### src/sv/swpl_pkg.sv
// Shared types and codes of the sorted word prefix lookup.
package swpl_pkg;

   localparam int LEN_BITS   = 6;
   localparam int WORD_BITS  = 20;
   localparam int COUNT_BITS = 21;

   typedef enum logic [1:0] {
      CMD_LOAD  = 2'd0,
      CMD_QUERY = 2'd1,
      CMD_CLEAR = 2'd2
   } command_type;

   typedef enum logic [1:0] {
      ST_FOUND    = 2'd0,
      ST_PREFIX   = 2'd1,
      ST_NOTFOUND = 2'd2,
      ST_TOOLONG  = 2'd3
   } status_type;

   typedef struct packed {
      logic [1:0] command;
      logic [7:0] character;
      logic       last;
   } req_word_type;

   typedef struct packed {
      logic [1:0]  status;
      logic [11:0] match_index;
   } rsp_word_type;

   typedef struct packed {
      logic                 byte_we;
      logic                 len_we;
      logic                 tgt_we;
      logic [WORD_BITS-1:0] word;
      logic [LEN_BITS-1:0]  pos;
      logic [LEN_BITS-1:0]  len;
      logic [7:0]           data;
   } wr_type;

   typedef struct packed {
      logic                  ovf;
      logic [LEN_BITS-1:0]   qlen;
      logic [COUNT_BITS-1:0] count;
   } job_type;

endpackage

### src/sv/swpl_front.sv
// Front end: takes words, tracks load and query positions, issues search jobs.
module swpl_front import swpl_pkg::*; #(
   parameter int MAX_WORDS = 4096,
   parameter int MAX_LEN   = 32
) (
   input  logic         clock,
   input  logic         reset,
   input  logic         accept,
   input  req_word_type req_word,
   output wr_type       wr,
   output logic         push,
   output job_type      job
);
   localparam int CW = $clog2(MAX_WORDS + 1);
   localparam int LW = $clog2(MAX_LEN + 1);

   logic [CW-1:0] count_ff, count_in;
   logic [LW-1:0] lpos_ff, lpos_in, tpos_ff, tpos_in;
   logic          lovf_ff, lovf_in, tovf_ff, tovf_in;

   always_comb begin
      count_in = count_ff;
      lpos_in  = lpos_ff;
      lovf_in  = lovf_ff;
      tpos_in  = tpos_ff;
      tovf_in  = tovf_ff;
      wr       = '0;
      push     = 1'b0;
      job      = '0;
      if (accept) begin
         case (req_word.command)
            CMD_LOAD: begin
               if (count_ff >= CW'(MAX_WORDS) || lpos_ff >= LW'(MAX_LEN)) begin
                  lovf_in = 1'b1;
               end else begin
                  wr.byte_we = 1'b1;
                  wr.word    = WORD_BITS'(count_ff);
                  wr.pos     = LEN_BITS'(lpos_ff);
                  wr.data    = req_word.character;
                  lpos_in    = lpos_ff + 1'b1;
               end
               if (req_word.last) begin
                  if (!lovf_in && lpos_in != '0 && count_ff < CW'(MAX_WORDS)) begin
                     wr.len_we = 1'b1;
                     wr.word   = WORD_BITS'(count_ff);
                     wr.len    = LEN_BITS'(lpos_in);
                     count_in  = count_ff + 1'b1;
                  end
                  lpos_in = '0;
                  lovf_in = 1'b0;
               end
            end
            CMD_QUERY: begin
               if (tpos_ff >= LW'(MAX_LEN)) begin
                  tovf_in = 1'b1;
               end else begin
                  wr.tgt_we = 1'b1;
                  wr.pos    = LEN_BITS'(tpos_ff);
                  wr.data   = req_word.character;
                  tpos_in   = tpos_ff + 1'b1;
               end
               if (req_word.last) begin
                  push      = 1'b1;
                  job.ovf   = tovf_in;
                  job.qlen  = LEN_BITS'(tpos_in);
                  job.count = COUNT_BITS'(count_ff);
                  tpos_in   = '0;
                  tovf_in   = 1'b0;
               end
            end
            CMD_CLEAR: begin
               count_in = '0;
               lpos_in  = '0;
               lovf_in  = 1'b0;
            end
            default: begin
            end
         endcase
      end
   end

   always_ff @(posedge clock) begin
      if (reset) begin
         count_ff <= '0;
         lpos_ff  <= '0;
         lovf_ff  <= 1'b0;
         tpos_ff  <= '0;
         tovf_ff  <= 1'b0;
      end else begin
         count_ff <= count_in;
         lpos_ff  <= lpos_in;
         lovf_ff  <= lovf_in;
         tpos_ff  <= tpos_in;
         tovf_ff  <= tovf_in;
      end
   end
endmodule

### config.mk
export PLATFORM = sky130hd
export DESIGN_NAME = swpl_front
export DESIGN_NICKNAME = d
export VERILOG_FILES = /design/src/sv/swpl_pkg.sv /design/src/sv/swpl_front.sv
export SDC_FILE = /design/constraint.sdc
export NUM_CORES = 1
export LEC_CHECK = 0
export ABC_AREA = 1
export BUFFER_PORTS_ARGS = -buffer_cell sky130_fd_sc_hd__buf_4
export CAP_MARGIN = 20
export CORE_MARGIN = 8
export CORE_UTILIZATION = 40
export DETAILED_ROUTE_END_ITERATION = 16
export GPL_TIMING_DRIVEN = 0
export PLACE_DENSITY = 0.68
export SYNTH_ARGS = -nofsm -noshare
export SYNTH_HDL_FRONTEND = slang
export SYNTH_SLANG_ARGS = --single-unit
### constraint.sdc
create_clock -name clock -period 2.1 [get_ports clock]
set_input_delay 0.315 -clock clock [delete_from_list [all_inputs] [get_ports clock]]
set_output_delay 0.315 -clock clock [all_outputs]
set_load 0.02 [all_outputs]
After elaboration in Yosys (flattened, before gate mapping)
Index checks and enable logic that the tools add are counted.

$add $sub $neg: 3. Multiply operators: 0. Div/mod/pow operators: 0. $lt $le $gt $ge: 4. Equality and inequality tests: 4. Shift operators: 0. Muxes and demuxes: 42. Bitwise gates (word level): 0. Reductions and logical operators: 10.

Operators with widths (number): 28-bit two-way mux (3); 20-bit two-way mux (3); 6-bit two-way mux (10); 43-bit two-way mux (1); 13-bit two-way mux (2); 13-bit one-hot mux with 2 select lines (1); 6-bit one-hot mux with 2 select lines (2); 19-bit two-way mux (1); 8-bit two-way mux (2); 8-bit one-hot mux with 2 select lines (1); 1-bit two-way mux (14); 13-bit by 1-bit adder with 13-bit output (second input constant) (1); 13-bit greater-or-equal comparator (second input constant) (1); 13-bit less-than comparator (second input constant) (1); 6-bit by 1-bit adder with 6-bit output (second input constant) (2); 6-bit greater-or-equal comparator (second input constant) (2); 6-bit nonzero test (1); 2-bit inequality test (second input constant) (2); 2-bit AND reduction (2); 4-bit AND reduction (1); 2-bit by 1-bit equality test with 1-bit output (second input constant) (1); 2-bit equality test (second input constant) (1); 1-bit logical AND (2); 2-bit zero test (1); 5 further kinds (5).

Bits in registers: 27. Bits in latches: 0. RAM bits: 0. Memory bits (read-only): 0. Input bits: 14. Output and inout port bits: 72. Word-level logic and storage cells: 68. Memories: 0.

Logic depth before layout (Yosys ltp)
Depth in word-level cells: 12. Gate-level depth with buffers: 12. Mapped depth without buffers: 11.

Worst setup path before layout
No wires, ideal clock.

Kind: input-to-output. From: input port req_word[9] (netlist bit). To: output port job[21] (netlist bit). Arrival time: 1.860 ns. Path slack: -0.075 ns. Stages on the path: 7. Path buffers: 1. Cells stage by stage: inv_1 nor2_2 nand2_1 nor2_1 inv_1 buf_2 nor3_1.

RTL lines: start: declaration (RTL line swpl_front.sv:9) `input req_word_type req_word,`; end: declaration (RTL line swpl_front.sv:12) `output job_type job`.

==> impl_results.md <==
- Vias per cell: 4.60
- Fin crit share: 1.04
- FILL cells: 546
- Die ar.: 0.00843 mm^2
- Chip Height: 91.8 um
- GRT overflow: 0
- # port buffers: 67
- Final HPWL DP: around 5.2 mm
- Cell Count, Final, Fillers Out: 536
- FF-to-FF End: count_ff[4]$_SDFFE_PP0P_
- Placer Congestion: slightly below 0.9
- Mapped Area: 0.00230 mm^2
- Crit Path Max Fanout: 7
- Gate Count Post-Synth: 359
- Share of cells above drive strength 1: 0.386
- Width of the chip: 91.8 um
- Drt pass-1 iters: 4
- Number of nets in the layout: 486
- Floorplan core area: ~0.0055 mm^2
- Hold Vio Cnt, Final: 0
- GRT Total Usage: 0.158
- Syn_area_per_cell: ~6.4 um^2
- Initial Utilization: 0.415
- Drc violations: 0
- Initial antenna violation count: 0
- PD cells: 326 mW/mm^2
- Fin area: 0.00329 mm^2
- Initial DRC count: slightly above 90
- Placed Area: 0.00296 mm^2
- Pleak: 0.00141 uW
- Yosys top cell by area: dfxtp_1
- Largest cells by area after synthesis: dfxtp_1, nor2_1, nand2_1
- Post-synth cell types: 29
- Final setup vio count: 7
- Status: finished with violations
- Ports: 86
- Final Max Slew Viols: 0
- Failing checks: negative setup slack
- Min Tclk post-route: 2.18 ns
- Tot Pwr: 1070 uW
- Measured slew at the worst slew-check pin: between 0.6 and 0.7 ns
- R2R setup slack: 0.04 ns
- Layout area overhead: 43.1%
- Cells after DPL: ~500
- Largest net degree at the start of global routing: 15
- Crit path launch: lpos_ff[5]$_SDFFE_PP0P_
- Max Freq: 0.459 GHz
- RSZ-0062 raised after global routing: yes
- Setup ws final: -0.0796 ns
- H-tree depth: 1
- Remaining antenna violation count: 0
- Hold Crit Class: in -> reg
- Clock sinks: 27
- Clk pin slew, worst setup/hold paths: 0.09 ns
- Num CTS Buffers: 3
- Critical path class: reg -> out
- Peak VDD IR: between 0.0002 and 0.00025 V
- Sum Neg Setup Slack: -0.417 ns
- Critical path destination: wr[13]
- Headroom to the max-slew limit: 0.586
- R2R cell count: 14
- Setup crit start kind: register
- Hold buffer count at CTS: 0
- Skew-Pair Late Insertion Delay: 0.28 ns
- Vias post-DR: ~2.5k
- Clock skew: a little over 0.009 ns
- Clock root cell: clkbuf_8
- Routed WL per cell: 12.7 um
- MaxCap Viol Count: 0
- Number of global-route vias before repair: 2394
- Core Rows: 27
- Routed Wire Length: 6.82 mm
- Sequential cell area fraction in the yosys report: 0.235
- Area share of the largest cell type after synthesis: 0.235
- CTS tree: done
- Syn. warnings: 0
- WP data arrival: ~1.9 ns
- Reg2reg start: lpos_ff[5]$_SDFFE_PP0P_
- First-pass GRT wire length: 11.3 mm
- Clock Path Buffers: 2
- #FFs+latches synth: 27
- CP endpoint kind: output pin
- Place WS: -0.194 ns
- Antenna diode count: 0
- Crit path required time: 1.78 ns
==> cell type report <==
| type | instances | area (um^2) | area share |
|---|---|---|---|
| Buffer | 26 | 220 | 0.0669 |
| Multi-Input combinational cell | 276 | 1540 | 0.468 |
| Sequential cell | 27 | 558 | 0.170 |
| Inverter | 46 | 176 | 0.0536 |
| Timing Repair Buffer | 85 | 661 | 0.201 |
| Tap cell | 72 | 90.1 | 0.0274 |
| Clock buffer | 4 | 45.0 | 0.0137 |
==> cells in the final DEF (no fill, tap or decap), drive strengths merged <==
cell           Yosys  final
inv               44     44
clkinv             2      1
o21ai              2      2
nand4              8      8
clkinvlp           0      1
ha                 7      7
nor2              77     77
clkbuf             5      9
xor2              14     14
nand2             83     83
buf               20    105
dfxtp             27     27
a21oi             33     33
nor3               7      7
nand3b             1      1
a211oi             3      3
o21bai             1      1
conb               1     17
nand3             23     23
clkdlybuf4s18      1      1
==> kinds of logic (layout without fill, tap and decap cells) <==
logic type	Yosys count	after routing	share of synthesized area
AND/OR/NAND/NOR	199	199	0.387
buffers and inverters	72	161	0.169
adder cells (fa/ha/maj)	7	7	0.0381
AO/OA/AOI/OAI	39	39	0.115
flip-flops	27	27	0.235
other	1	17	0.00163
XOR/XNOR	14	14	0.0533
==> how the worst min path moves through the flow <==
stage	startpoint	endpoint	slack [ns]	cells past startpoint
floorplan	tovf_ff$_SDFFE_PP0P_	tovf_ff$_SDFFE_PP0P_	0.43	2
global placement	tovf_ff$_SDFFE_PP0P_	tovf_ff$_SDFFE_PP0P_	0.44	2
detailed placement	tovf_ff$_SDFFE_PP0P_	tovf_ff$_SDFFE_PP0P_	0.45	2
CTS	req_word[9]	lpos_ff[0]$_SDFFE_PP0P_	0.34	4
global route	req_word[9]	lpos_ff[0]$_SDFFE_PP0P_	0.36	4
finish	req_word[9]	lpos_ff[0]$_SDFFE_PP0P_	0.35	4
==> worst max-delay path, cell delays in order, from the launching register on <==
cell and delay, ns:
dfxtp_4 0.37, nor2_4 0.15, buf_6 0.15, buf_4 0.11
nand4_1 0.12, nand2_2 0.12, nand2_4 0.06, nor2_4 0.12
nor2_4 0.05, nand3_4 0.11, nor2_1 0.07, buf_4 0.15
==> registers in the layout, summed over array words and instances, names as in the netlist <==
register	flops
count_ff	13
lovf_ff	1
lpos_ff	6
tovf_ff	1
tpos_ff	6
==> power by group <==
part           switching (uW)  internal, uW
Clock                     172           136
Sequential               3.44           510
Combinational             153          98.9
==> what timing repair did <==
item                                    CTS  global route
buffers inserted                         15             3
gates resized for setup                  34            17
pin swaps                                13            13
endpoints found under the setup margin   41            45
==> Yosys cell counts <==
master / n
nand2_2: 15
nor2_1: 71
clkbuf_8: 3
a21oi_1: 22
clkbuf_1: 2
nand2_4: 2
nand4_1: 8
a211oi_1: 3
buf_4: 17
nand3_1: 22
conb_1: 1
nand2_1: 66
a21oi_4: 1
clkinv_1: 2
nand3_2: 1
a21oi_2: 10
ha_1: 7
buf_12: 1
clkdlybuf4s18_2: 1
nor3_1: 7
nand3b_1: 1
buf_2: 2
inv_1: 44
nor2_4: 2
o21bai_4: 1
dfxtp_1: 27
nor2_2: 4
xor2_1: 14
o21ai_0: 2
==> per-stage QoR <==
step / hold slack, ns / util
6_report: 0.348 / 0.594
5_1_grt: 0.356 / 0.594
4_1_cts: 0.338 / 0.581
3_5_place_dp: 0.449 / 0.534
3_3_place_gp: 0.441 / 0.534
2_1_floorplan: 0.429 / -
==> routing by layer <==
metal	up-vias	track usage	routed length, um
li1	1293	-	-
met1	1096	0.184	3090
met2	70	0.284	3290
met3	7	0.0342	373
met4	0	0.0443	70
met5	-	0	0
(Power assumes the default switching activity.)
