--- src/sv/swpl_pkg.sv ---
// Shared types and codes of the sorted word prefix lookup.
package swpl_pkg;

   localparam int LEN_BITS   = 6;
   localparam int WORD_BITS  = 20;
   localparam int COUNT_BITS = 21;

   typedef enum logic [1:0] {
      CMD_LOAD  = 2'd0,
      CMD_QUERY = 2'd1,
      CMD_CLEAR = 2'd2
   } command_type;

   typedef enum logic [1:0] {
      ST_FOUND    = 2'd0,
      ST_PREFIX   = 2'd1,
      ST_NOTFOUND = 2'd2,
      ST_TOOLONG  = 2'd3
   } status_type;

   typedef struct packed {
      logic [1:0] command;
      logic [7:0] character;
      logic       last;
   } req_word_type;

   typedef struct packed {
      logic [1:0]  status;
      logic [11:0] match_index;
   } rsp_word_type;

   typedef struct packed {
      logic                 byte_we;
      logic                 len_we;
      logic                 tgt_we;
      logic [WORD_BITS-1:0] word;
      logic [LEN_BITS-1:0]  pos;
      logic [LEN_BITS-1:0]  len;
      logic [7:0]           data;
   } wr_type;

   typedef struct packed {
      logic                  ovf;
      logic [LEN_BITS-1:0]   qlen;
      logic [COUNT_BITS-1:0] count;
   } job_type;

endpackage

--- src/sv/swpl_queue.sv ---
// Two-entry job queue between front and back.
module swpl_queue import swpl_pkg::*; (
   input  logic    clock,
   input  logic    reset,
   input  logic    push,
   input  job_type push_job,
   input  logic    pop,
   output logic    valid,
   output job_type head
);
   job_type    slot_ff [2];
   logic       rd_ff, rd_in, wr_ff, wr_in;
   logic [1:0] fill_ff, fill_in;

   always_comb begin
      rd_in   = rd_ff;
      wr_in   = wr_ff;
      fill_in = fill_ff;
      if (push) begin
         wr_in = ~wr_ff;
      end
      if (pop) begin
         rd_in = ~rd_ff;
      end
      case ({push, pop})
         2'b10:   fill_in = fill_ff + 1'b1;
         2'b01:   fill_in = fill_ff - 1'b1;
         default: fill_in = fill_ff;
      endcase
   end

   assign valid = fill_ff != 2'd0;
   assign head  = slot_ff[rd_ff];

   always_ff @(posedge clock) begin
      if (push) begin
         slot_ff[wr_ff] <= push_job;
      end
      if (reset) begin
         rd_ff   <= 1'b0;
         wr_ff   <= 1'b0;
         fill_ff <= 2'd0;
      end else begin
         rd_ff   <= rd_in;
         wr_ff   <= wr_in;
         fill_ff <= fill_in;
      end
   end
endmodule

--- config.mk ---
export PLATFORM = sky130hd
export DESIGN_NAME = swpl_queue
export DESIGN_NICKNAME = d
export VERILOG_FILES = /design/src/sv/swpl_pkg.sv /design/src/sv/swpl_queue.sv
export SDC_FILE = /design/constraint.sdc
export NUM_CORES = 1
export LEC_CHECK = 0
export ABC_CLOCK_PERIOD_IN_PS = 5200
export BUFFER_PORTS_ARGS = -buffer_cell sky130_fd_sc_hd__buf_2
export CELL_PAD_IN_SITES_DETAIL_PLACEMENT = 0
export CELL_PAD_IN_SITES_GLOBAL_PLACEMENT = 1
export CORE_MARGIN = 2
export CORE_UTILIZATION = 35
export CTS_CLUSTER_DIAMETER = 200
export CTS_CLUSTER_SIZE = 40
export DETAILED_ROUTE_END_ITERATION = 8
export PLACE_DENSITY = 0.78
export SLEW_MARGIN = 20
export SYNTH_ARGS = -nofsm -noshare
export SYNTH_HDL_FRONTEND = slang
export SYNTH_SLANG_ARGS = --single-unit
--- constraint.sdc ---
create_clock -name clock -period 5.2 [get_ports clock]
set_clock_uncertainty 0.05 [all_clocks]
set_input_delay 0.78 -clock clock [delete_from_list [all_inputs] [get_ports clock]]
set_output_delay 0.78 -clock clock [all_outputs]
set_load 0.02 [all_outputs]
# Yosys cells after proc, flatten, opt, wreduce, memory -nomap -nowiden
# Memory sizes are Yosys's and may differ from the RTL's. A register that Yosys moved wholly into a read port is not among the register bits.
# Cells that the tools add are included.
# totals
register_bits	4
latch_bits	0
mem_bits_rw	56
romBits	0
input_bits	32
output_inout_bits	29
wordCells	17
memories	1
# memory_table
name	words	width	read_ports	rd_ports_with_merged_regs	wr	line	source
slot_ff	2	28	1	1	1	swpl_queue.sv:11	job_type slot_ff [2];
# op_classes
add_sub_neg	2
n_mul	0
div_mod_pow	0
n_lt_le_gt_ge	0
n_eq_ne	2
n_shift	0
n_mux	5
bitwise_logic	2
reduce_logical	2
# ops
operator	count
$mux W1	4
$pmux W2 S2	1
$reduce_bool A2 Y1	2
$add A2 B1 Y2 const B	1
$eq A2 B1 Y1 const B	1
$eq A2 B2 Y1 const B	1
$not A1 Y1	2
$sub A2 B1 Y2 const B	1

# Depth between registers and ports, before layout
# Gate-level depths: netlist of the first run.
# logic_depth
word_depth	3
ltp_mapped	5
ltp_nobuf	5

# Worst setup path after synthesis of the first run
# OpenSTA, ideal clock, no wires.
# synth_path
path_kind	input-to-reg
from	in push
to	mem slot_ff[0][0] in the netlist's numbering (enable)
setup_ns	0.413
arrival_time_ns	2.018
required_time_ns	4.737
path_slack_ns	2.719
stages	2
path_buffers	0
cell_sequence	inv_1 > nor2_1
# synth_between
elab_chain_len	2
# synth_rtl
element	line	source
start, declared	swpl_queue.sv:5	input logic push,
$mux W1	swpl_queue.sv:36	if (push) begin
$mux W1 (implied by the code)	swpl_queue.sv:37	slot_ff[wr_ff] <= push_job;
end, declared	swpl_queue.sv:11	
# Every way passes these cells.

==> results of run 1 <==
-- layout by cell type, fill, tap and decap left out --
cell type  instances
and2_1             1
xor2_1             1
or2_2              1
clkbuf_1           1
inv_1              1
ha_1               1
edfxtp_1          56
buf_4              3
a21oi_1            1
bufinv_16          2
nor2_1             4
dfxtp_1            5
xnor2_1            3
clkbuf_8          11
clkinv_2           2
o21ai_0            1
buf_2             60
mux2_2            28
nor2_2             1
or3_1              1
-- stage by stage --
step | cell area, um2 | cells | hold slack, ns
6_report | 2840 | 259 | 0.434
5_1_grt | 2840 | 259 | 0.485
4_1_cts | 2840 | 259 | 0.441
3_5_place_dp | 2620 | 243 | 0.428
3_3_place_gp | 2620 | 243 | 0.422
2_1_floorplan | 2220 | 108 | 0.397
-- cells by family after synthesis --
kind of cell,Yosys count
AO/OA/AOI/OAI,2
XOR/XNOR,4
adder cells (fa/ha/maj),1
buffers and inverters,4
flip-flops,61
multiplexers,28
AND/OR/NAND/NOR,8
-- layer usage --
metal,part of all wire (%),up-vias
li1,-,556
met3,6.8,10
met5,0.19,-
met1,41,559
met4,2.2,2
met2,49,40
-- final cells by class --
class | count | area, um2
Clock buffer | 12 | 155
Clock inverter | 4 | 70.1
Fill cell | 547 | 3190
Inverter | 1 | 3.75
Multi-Input combinational cell | 43 | 413
Sequential cell | 61 | 1780
Tap cell | 75 | 93.8
Timing Repair Buffer | 63 | 323
-- state kept, by name (all words and copies together), names as in the netlist, named ones only --
register and count:
wr_ff 1, fill_ff 2, rd_ff 1, slot_ff 56
-- worst max-delay path: stages (launching register included) --
cell	delay, ns
dfxtp_1	0.66
buf_4	0.35
mux2_2	0.37
buf_2	0.16
-- synth_stat cells (all sizes together) --
cell type  number  area share [%]
edfxtp         56              76
inv             1            0.17
and2            1            0.28
mux2           28              14
dfxtp           5             4.5
buf             3            0.90
or2             1            0.28
xor2            1            0.40
nor2            5            0.85
xnor2           3             1.2
o21ai           1            0.23
ha              1            0.56
a21oi           1            0.23
or3             1            0.28
-- path summary, 6_finish.rpt --
path | to | cells past startpoint | slack (ns) | start
setup reg to reg | slot_ff[1][10] | 2 | 3.94 | wr_ff
hold reg to reg | fill_ff[1] | 2 | 0.43 | fill_ff[1]
hold / removal | fill_ff[1] | 2 | 0.43 | fill_ff[1]
setup / recovery | head[16] | 3 | 2.50 | register
-- power groups by stage --
stage               Sequential (uW)  Combinational [uW]  Clock, uW
floorplan                       587                91.9          0
global placement                592                 136          0
detailed placement              593                 137          0
CTS                             582                 138        476
global route                    585                 147        500
finish                          582                 135        461
==> impl_metrics.ini, run 1 <==
[logic_synthesis]
netlist_area_um2 = 2220
muxShareOfSynthArea_pct = 14.2
synth-seq-cells = 61
synth_compound_area_share_pct = 0.452
seq_area_frac_synth_pct = 80.4
ys_warn_count = 0
synthXorXnorAreaFrac_pct = 1.58
yosys.area_share.adder_pct = 0.565
yosysUniqueCellTypes = 15
postSynthAreaPerCell_um2 = 20.5
synth_cells = 108
synth_simple_gate_area_share_pct = 1.69
synth_nets = 141
synth_top_family_by_area = multiplexers

[sta]
slew_headroom_pct = 64.3
rsz0062_at_grt = false
final.setup.worst_slack_ns = 2.50
max_freq_mhz = 371
period_share_pct = 51.9
worst_pin_slew_ns = 0.535
setup_viol = 0
min_period_ns = 2.70
slew_viol_final = 0
hold_violations = 0
tns_ns = 0

[grt]
grt.busiest_layer = met2
use_met2_pct = 17.1
grt_pass1_vias = 1252
grt_pass1_wl_mm = 5.82
grtUsageMet3_pct = 4.85
antenna_found_initial = 1
grt_remaining_overflow = 0
met1_usage_pct = 12.8
grt_max_degree = 29
grt_usage_pct = 10.9

[clock_tree]
cts-buffers-inserted = 9
cts_tree = built
hold_buffers = 0
cts_sinks = 61
root_buffer = clkbuf_8
cts_resized = 0
clk_latency_ns = 0.33
h-tree-depth = 3
clk_transition_reported_paths_ns = 0.06
cts_buffer_depth = 2
post_cts_buffers = 0

[route]
dr.pass1.iters = 4
drt_iter0_drc = 27
antenna_left = 0
drc_errors = 0
num_vias = 1167
drt_wl_total_mm = 3.64
via_per_inst = 4.51
wl_per_cell_um = 14.0

[setup_path]
cp-end-kind = primary output
crit_fanout = 16
start_kind = register
required_ns = 4.37
critPathKind = reg2out
cp.arrival_ns = 1.87

[floorplanning]
start_util_pct = 36.8
die-area_um2 = 6980
io_pins = 61
core_um2 = 6030
die_h_um = 83.6
die_x_um = 83.6
rows = 28

[worst_hold_path]
min_path_type = reg2reg

[final_layout]
drive_above_1_share_pct = 58.7
finish.utilization_pct = 47.1
diodes = 0
layout.nets = 212
syn2layout_area_growth_pct = 28.2

[power]
p_seq_share_pct = 49.4
net-switching-power_uw = 256
p_int_uw = 923
p_clk_share_pct = 39.2
vdd_ir_drop_max_mv = 0.201
power.density_nw_per_um2 = 415
swShare_pct = 21.7
p_comb_share_pct = 11.5
finalPower_uw = 1180
p_leak_uw = 0.00108

[placement]
routabilityCongestion = 0.694
hpwlAfterDp_mm = 2.47
post-place-ws_ns = 2.82
portBuffers = 60

[run]
drv_cap = 0

[status]
status = complete, no violations
(Power assumes the default switching activity.)
==> inputs of run 2 (changes only) <==
--- a/config.mk
+++ b/config.mk
@@ -5,7 +5,7 @@
 export SDC_FILE = /design/constraint.sdc
 export NUM_CORES = 1
 export LEC_CHECK = 0
-export ABC_CLOCK_PERIOD_IN_PS = 5200
+export ABC_CLOCK_PERIOD_IN_PS = 2500
 export BUFFER_PORTS_ARGS = -buffer_cell sky130_fd_sc_hd__buf_2
 export CELL_PAD_IN_SITES_DETAIL_PLACEMENT = 0
 export CELL_PAD_IN_SITES_GLOBAL_PLACEMENT = 1
==> constraint.sdc (replaced) <==
create_clock -name clock -period 2.5 [get_ports clock]
set_clock_uncertainty 0.05 [all_clocks]
set_input_delay 0.375 -clock clock [delete_from_list [all_inputs] [get_ports clock]]
set_output_delay 0.375 -clock clock [all_outputs]
set_load 0.02 [all_outputs]
==> run 2 against run 1 <==
  * Count of clock-buffer cells in the layout up 1
  * Sequential share of layout area up 1.7 points
  * Via count down 0.69%
  * Sequential power up 110%
  * Clock power up 49%
  * Critical path depth unchanged
  * Worst setup slack worse by 2.0 ns
  * Largest cell class unchanged
  * Die area unchanged
  * Cell area down 2.6%
  * Utilization down 1.2 points
==> impl_metrics.ini, run 2 (same netlist as run 1, synthesis figures left out) <==
[status]
status = complete, no violations

[route]
antenna_left = 0
drt_iter0_drc = 33
wl_per_cell_um = 14.6
drc_errors = 0
via_per_inst = 4.47
dr.pass1.iters = 4
drt_wl_total_mm = 3.78
num_vias = 1159

[final_layout]
stdcell_count = 259
layout_commonest_cell = buf_2
top_register = slot_ff
reg.largest.list = slot_ff x56, fill_ff x2
diodes = 0
mostFrequentLayoutCells = buf_2 (60), edfxtp_1 (56), mux2_2 (28)
layout.nets = 212
final_cell_area_um2 = 2770
syn2layout_area_growth_pct = 24.8
largest_register_ff_count = 56
drive_above_1_share_pct = 56.0

[clock_tree]
cts-buffers-inserted = 9
root_buffer = clkbuf_8
cts_resized = 0
cts_buffer_depth = 2
post_cts_buffers = 0
cts_tree = built
h-tree-depth = 3
cts_sinks = 61
hold_buffers = 0
clk_latency_ns = 0.32
clk_transition_reported_paths_ns = 0.06

[run]
drv_cap = 0

[power]
vdd_ir_drop_max_mv = 0.395
net-switching-power_uw = 522
p_clk_share_pct = 31.6
p_int_uw = 1660
power.density_nw_per_um2 = 789
p_comb_share_pct = 13.3
swShare_pct = 23.9
p_seq_share_pct = 55.1
finalPower_uw = 2180
p_leak_uw = 0.00104

[grt]
grt_remaining_overflow = 0
use_met2_pct = 17.3
grt_pass1_vias = 1211
grt_max_degree = 29
grt.busiest_layer = met2
met1_usage_pct = 13.4
antenna_found_initial = 0
grt_pass1_wl_mm = 5.84
grtUsageMet3_pct = 3.86
grt_usage_pct = 11.2

[sta]
slew_headroom_pct = 73.3
worst_pin_slew_ns = 0.400
rsz0062_at_grt = false
hold_violations = 0
tns_ns = 0
period_share_pct = 78.2
setup_viol = 0
max_freq_mhz = 511
whs_ns = 0.189
slew_viol_final = 0
min_period_ns = 1.96

[setup_path]
slowest_delay_ns = 0.39
crit_family = buffers and inverters
crit_fanout = 28
crit_path_top_delay_cell = mux2_2
cp.arrival_ns = 1.53
cp-end-kind = primary output
critPathKind = reg2out
path_buf_inv = 2
crit_chain = buf_4 > mux2_2 > buf_2
start_kind = register
required_ns = 2.08
reg2reg_slack_ns = 1.23

[floorplanning]
start_util_pct = 36.8
die_h_um = 83.6
die-area_um2 = 6980
die_x_um = 83.6
io_pins = 61
core_um2 = 6030
rows = 28

[placement]
portBuffers = 60
routabilityCongestion = 0.649
dp_cells = 243
dpl-instance-area_um2 = 2620
hpwlAfterDp_mm = 2.28

[worst_hold_path]
min_path_type = in2reg
run 2: changes by cell type in the layout (fill, tap and decap cells not counted):
cell	change
bufinv_16	-2
clkbuf_1	+3
clkbuf_8	-2
clkinv_1	+2
clkinv_2	-1
run 2: per-stage QoR:
stage | utilization, % | setup slack, ns
after CTS | 45.9 | 0.491
after floorplan | - | 0.424
after global routing | 45.9 | 0.444
after global placement | 43.4 | 0.854
final | 45.9 | 0.544
after detailed placement | 43.4 | 0.857
run 2: power groups by stage:
stage | combinational (uW) | sequential (uW) | clock, uW
finish | 290 | 1200 | 689
global route | 314 | 1210 | 753
CTS | 298 | 1200 | 725
detailed placement | 296 | 1230 | 0
global placement | 293 | 1220 | 0
floorplan | 191 | 1220 | 0
run 2: per-layer routing:
metal  wire (um)  part of all wire [%]  up-vias
li1            -                     -      556
met5           0                     0        -
met3         249                   6.6        2
met4          23                  0.61        0
met1        1620                    43      561
met2        1890                    50       40
run 2: area by class of cell:
type,count,area [um2]
Clock buffer,13,139
Clock inverter,3,12.5
Timing Repair Buffer,63,323
Sequential cell,61,1780
Fill cell,553,3260
Multi-Input combinational cell,43,413
Tap cell,75,93.8
Inverter,1,3.75
run 2: final timing paths:
check	from	to	cells after the start
worst max-delay path	register	head[17]	3
worst min-delay path	push_job[21]	slot_ff[1][21]	1
worst max register to register	wr_ff	slot_ff[1][10]	2
worst min register to register	fill_ff[1]	fill_ff[1]	2
==> inputs of run 3 (changes only) <==
--- a/config.mk
+++ b/config.mk
@@ -5,7 +5,7 @@
 export SDC_FILE = /design/constraint.sdc
 export NUM_CORES = 1
 export LEC_CHECK = 0
-export ABC_CLOCK_PERIOD_IN_PS = 2500
+export ABC_CLOCK_PERIOD_IN_PS = 1800
 export BUFFER_PORTS_ARGS = -buffer_cell sky130_fd_sc_hd__buf_2
 export CELL_PAD_IN_SITES_DETAIL_PLACEMENT = 0
 export CELL_PAD_IN_SITES_GLOBAL_PLACEMENT = 1
==> constraint.sdc (replaced) <==
create_clock -name clock -period 1.8 [get_ports clock]
set_clock_uncertainty 0.05 [all_clocks]
set_input_delay 0.27 -clock clock [delete_from_list [all_inputs] [get_ports clock]]
set_output_delay 0.27 -clock clock [all_outputs]
set_load 0.02 [all_outputs]
==> run 3 against run 2 <==
  * Via count rose by 4.2%
  * Global-route usage barely moved
  * Flip-flop and latch count is the same
  * Non-clock buffer count increased by 4
  * Final cell count increased by 1.5%
  * Cell area rose by 3.9%
==> impl_metrics.ini, run 3 (same netlist as run 1, synthesis figures left out) <==
[sta]
period_share_pct = 95.3
worst_pin_slew_ns = 0.276
min_period_ns = 1.72
final.setup.worst_slack_ns = 0.0842
slew_viol_final = 0
setup_viol = 0
slew_headroom_pct = 81.6
whs_ns = 0.0788
hold_violations = 0
tns_ns = 0
max_freq_mhz = 583
rsz0062_at_grt = false

[final_layout]
top_register = slot_ff
syn2layout_area_growth_pct = 29.7
n_fill_cell = 549
reg.largest.list = slot_ff x56, fill_ff x2
final_cell_area_um2 = 2870
diodes = 0
mostFrequentLayoutCells = buf_2 (60), edfxtp_1 (56), mux2_2 (28)
layout_commonest_cell = buf_2
layout.nets = 216
finish.utilization_pct = 47.7
drive_above_1_share_pct = 59.0
largest_register_ff_count = 56

[setup_path]
cp-end-kind = primary output
start_kind = register
critPathKind = reg2out
reg2reg_slack_ns = 0.60
r2r_cells = 2
crit_fanout = 11
r2r_end = slot_ff[1][19]
r2r_start = wr_ff
cp.arrival_ns = 1.40
required_ns = 1.48

[placement]
post-place-ws_ns = 0.402
dpl-instance-area_um2 = 2650
portBuffers = 60
routabilityCongestion = 0.655
hpwlAfterDp_mm = 2.42

[clock_tree]
h-tree-depth = 3
root_buffer = clkbuf_8
post_cts_buffers = 0
clk_transition_reported_paths_ns = 0.06
cts-buffers-inserted = 9
hold_buffers = 0
cts_resized = 0
cts_tree = built
cts_sinks = 61
clk_latency_ns = 0.32
cts_buffer_depth = 2

[worst_hold_path]
min-delay-start = push_job[19]
min_path_type = in2reg
holdPathEnd = slot_ff[0][19]
hold_depth = 1

[floorplanning]
core_um2 = 6030
die-area_um2 = 6980
io_pins = 61
die_x_um = 83.6
die_h_um = 83.6
start_util_pct = 36.8
rows = 28

[route]
num_vias = 1208
dr.pass1.iters = 4
drt_iter0_drc = 50
drc_errors = 0
antenna_left = 0
wl_per_cell_um = 14.6
via_per_inst = 4.59
drt_wl_total_mm = 3.83

[power]
power.density_nw_per_um2 = 1150
vdd_ir_drop_max_mv = 0.465
p_leak_uw = 0.00110

[status]
status = complete, no violations

[grt]
grt_pass1_vias = 1232
grt_usage_pct = 11.2
grt_pass1_wl_mm = 5.91
antenna_found_initial = 0
grt_remaining_overflow = 0
grt_max_degree = 24

[run]
drv_cap = 0
## run 3: layout make-up
class                           instances  area [um2]  share of cell area (%)
Clock buffer                           14         163                    5.66
Timing Repair Buffer                   67         383                    13.3
Clock inverter                          2        35.0                    1.22
Multi-Input combinational cell         43         413                    14.4
Tap cell                               75        93.8                    3.27
Sequential cell                        61        1780                    62.0
Inverter                                1        3.75                   0.131
## run 3: per-stage QoR
stage	std cells	power, uW
after floorplan	108	1960
after global placement	246	2120
after detailed placement	246	2120
after CTS	262	3330
after global routing	263	3450
final	263	3300
## run 3: report_power, final
part	total [uW]	internal, uW	switching, uW	leakage, uW
clock network	1200	715	484	0.000101
logic	427	190	237	0.000431
registers	1680	1650	26.6	0.000567
## run 3: worst max-delay path by stage
stage,from,endpoint,cells past startpoint
6_report,register,head[9],3
5_1_grt,register,head[3],3
4_1_cts,register,head[19],3
3_5_place_dp,push,fill_ff[1],5
3_3_place_gp,register,head[19],3
2_1_floorplan,wr_ff,slot_ff[0][0],1
## run 3: worst max-delay path, stage by stage (launching register included)
cell       delay [ns]
dfxtp_2          0.39
clkbuf_16        0.19
mux2_2           0.33
buf_2            0.16
## run 3: routing by layer
layer / vias to the layer above / share of wire (%) / global-route usage (%)
met4: 0 / 1.9 / 5.72
met2: 50 / 46 / 16.5
li1: 569 / - / -
met3: 7 / 6.8 / 4.75
met1: 582 / 45 / 14.2
met5: - / 0 / 0
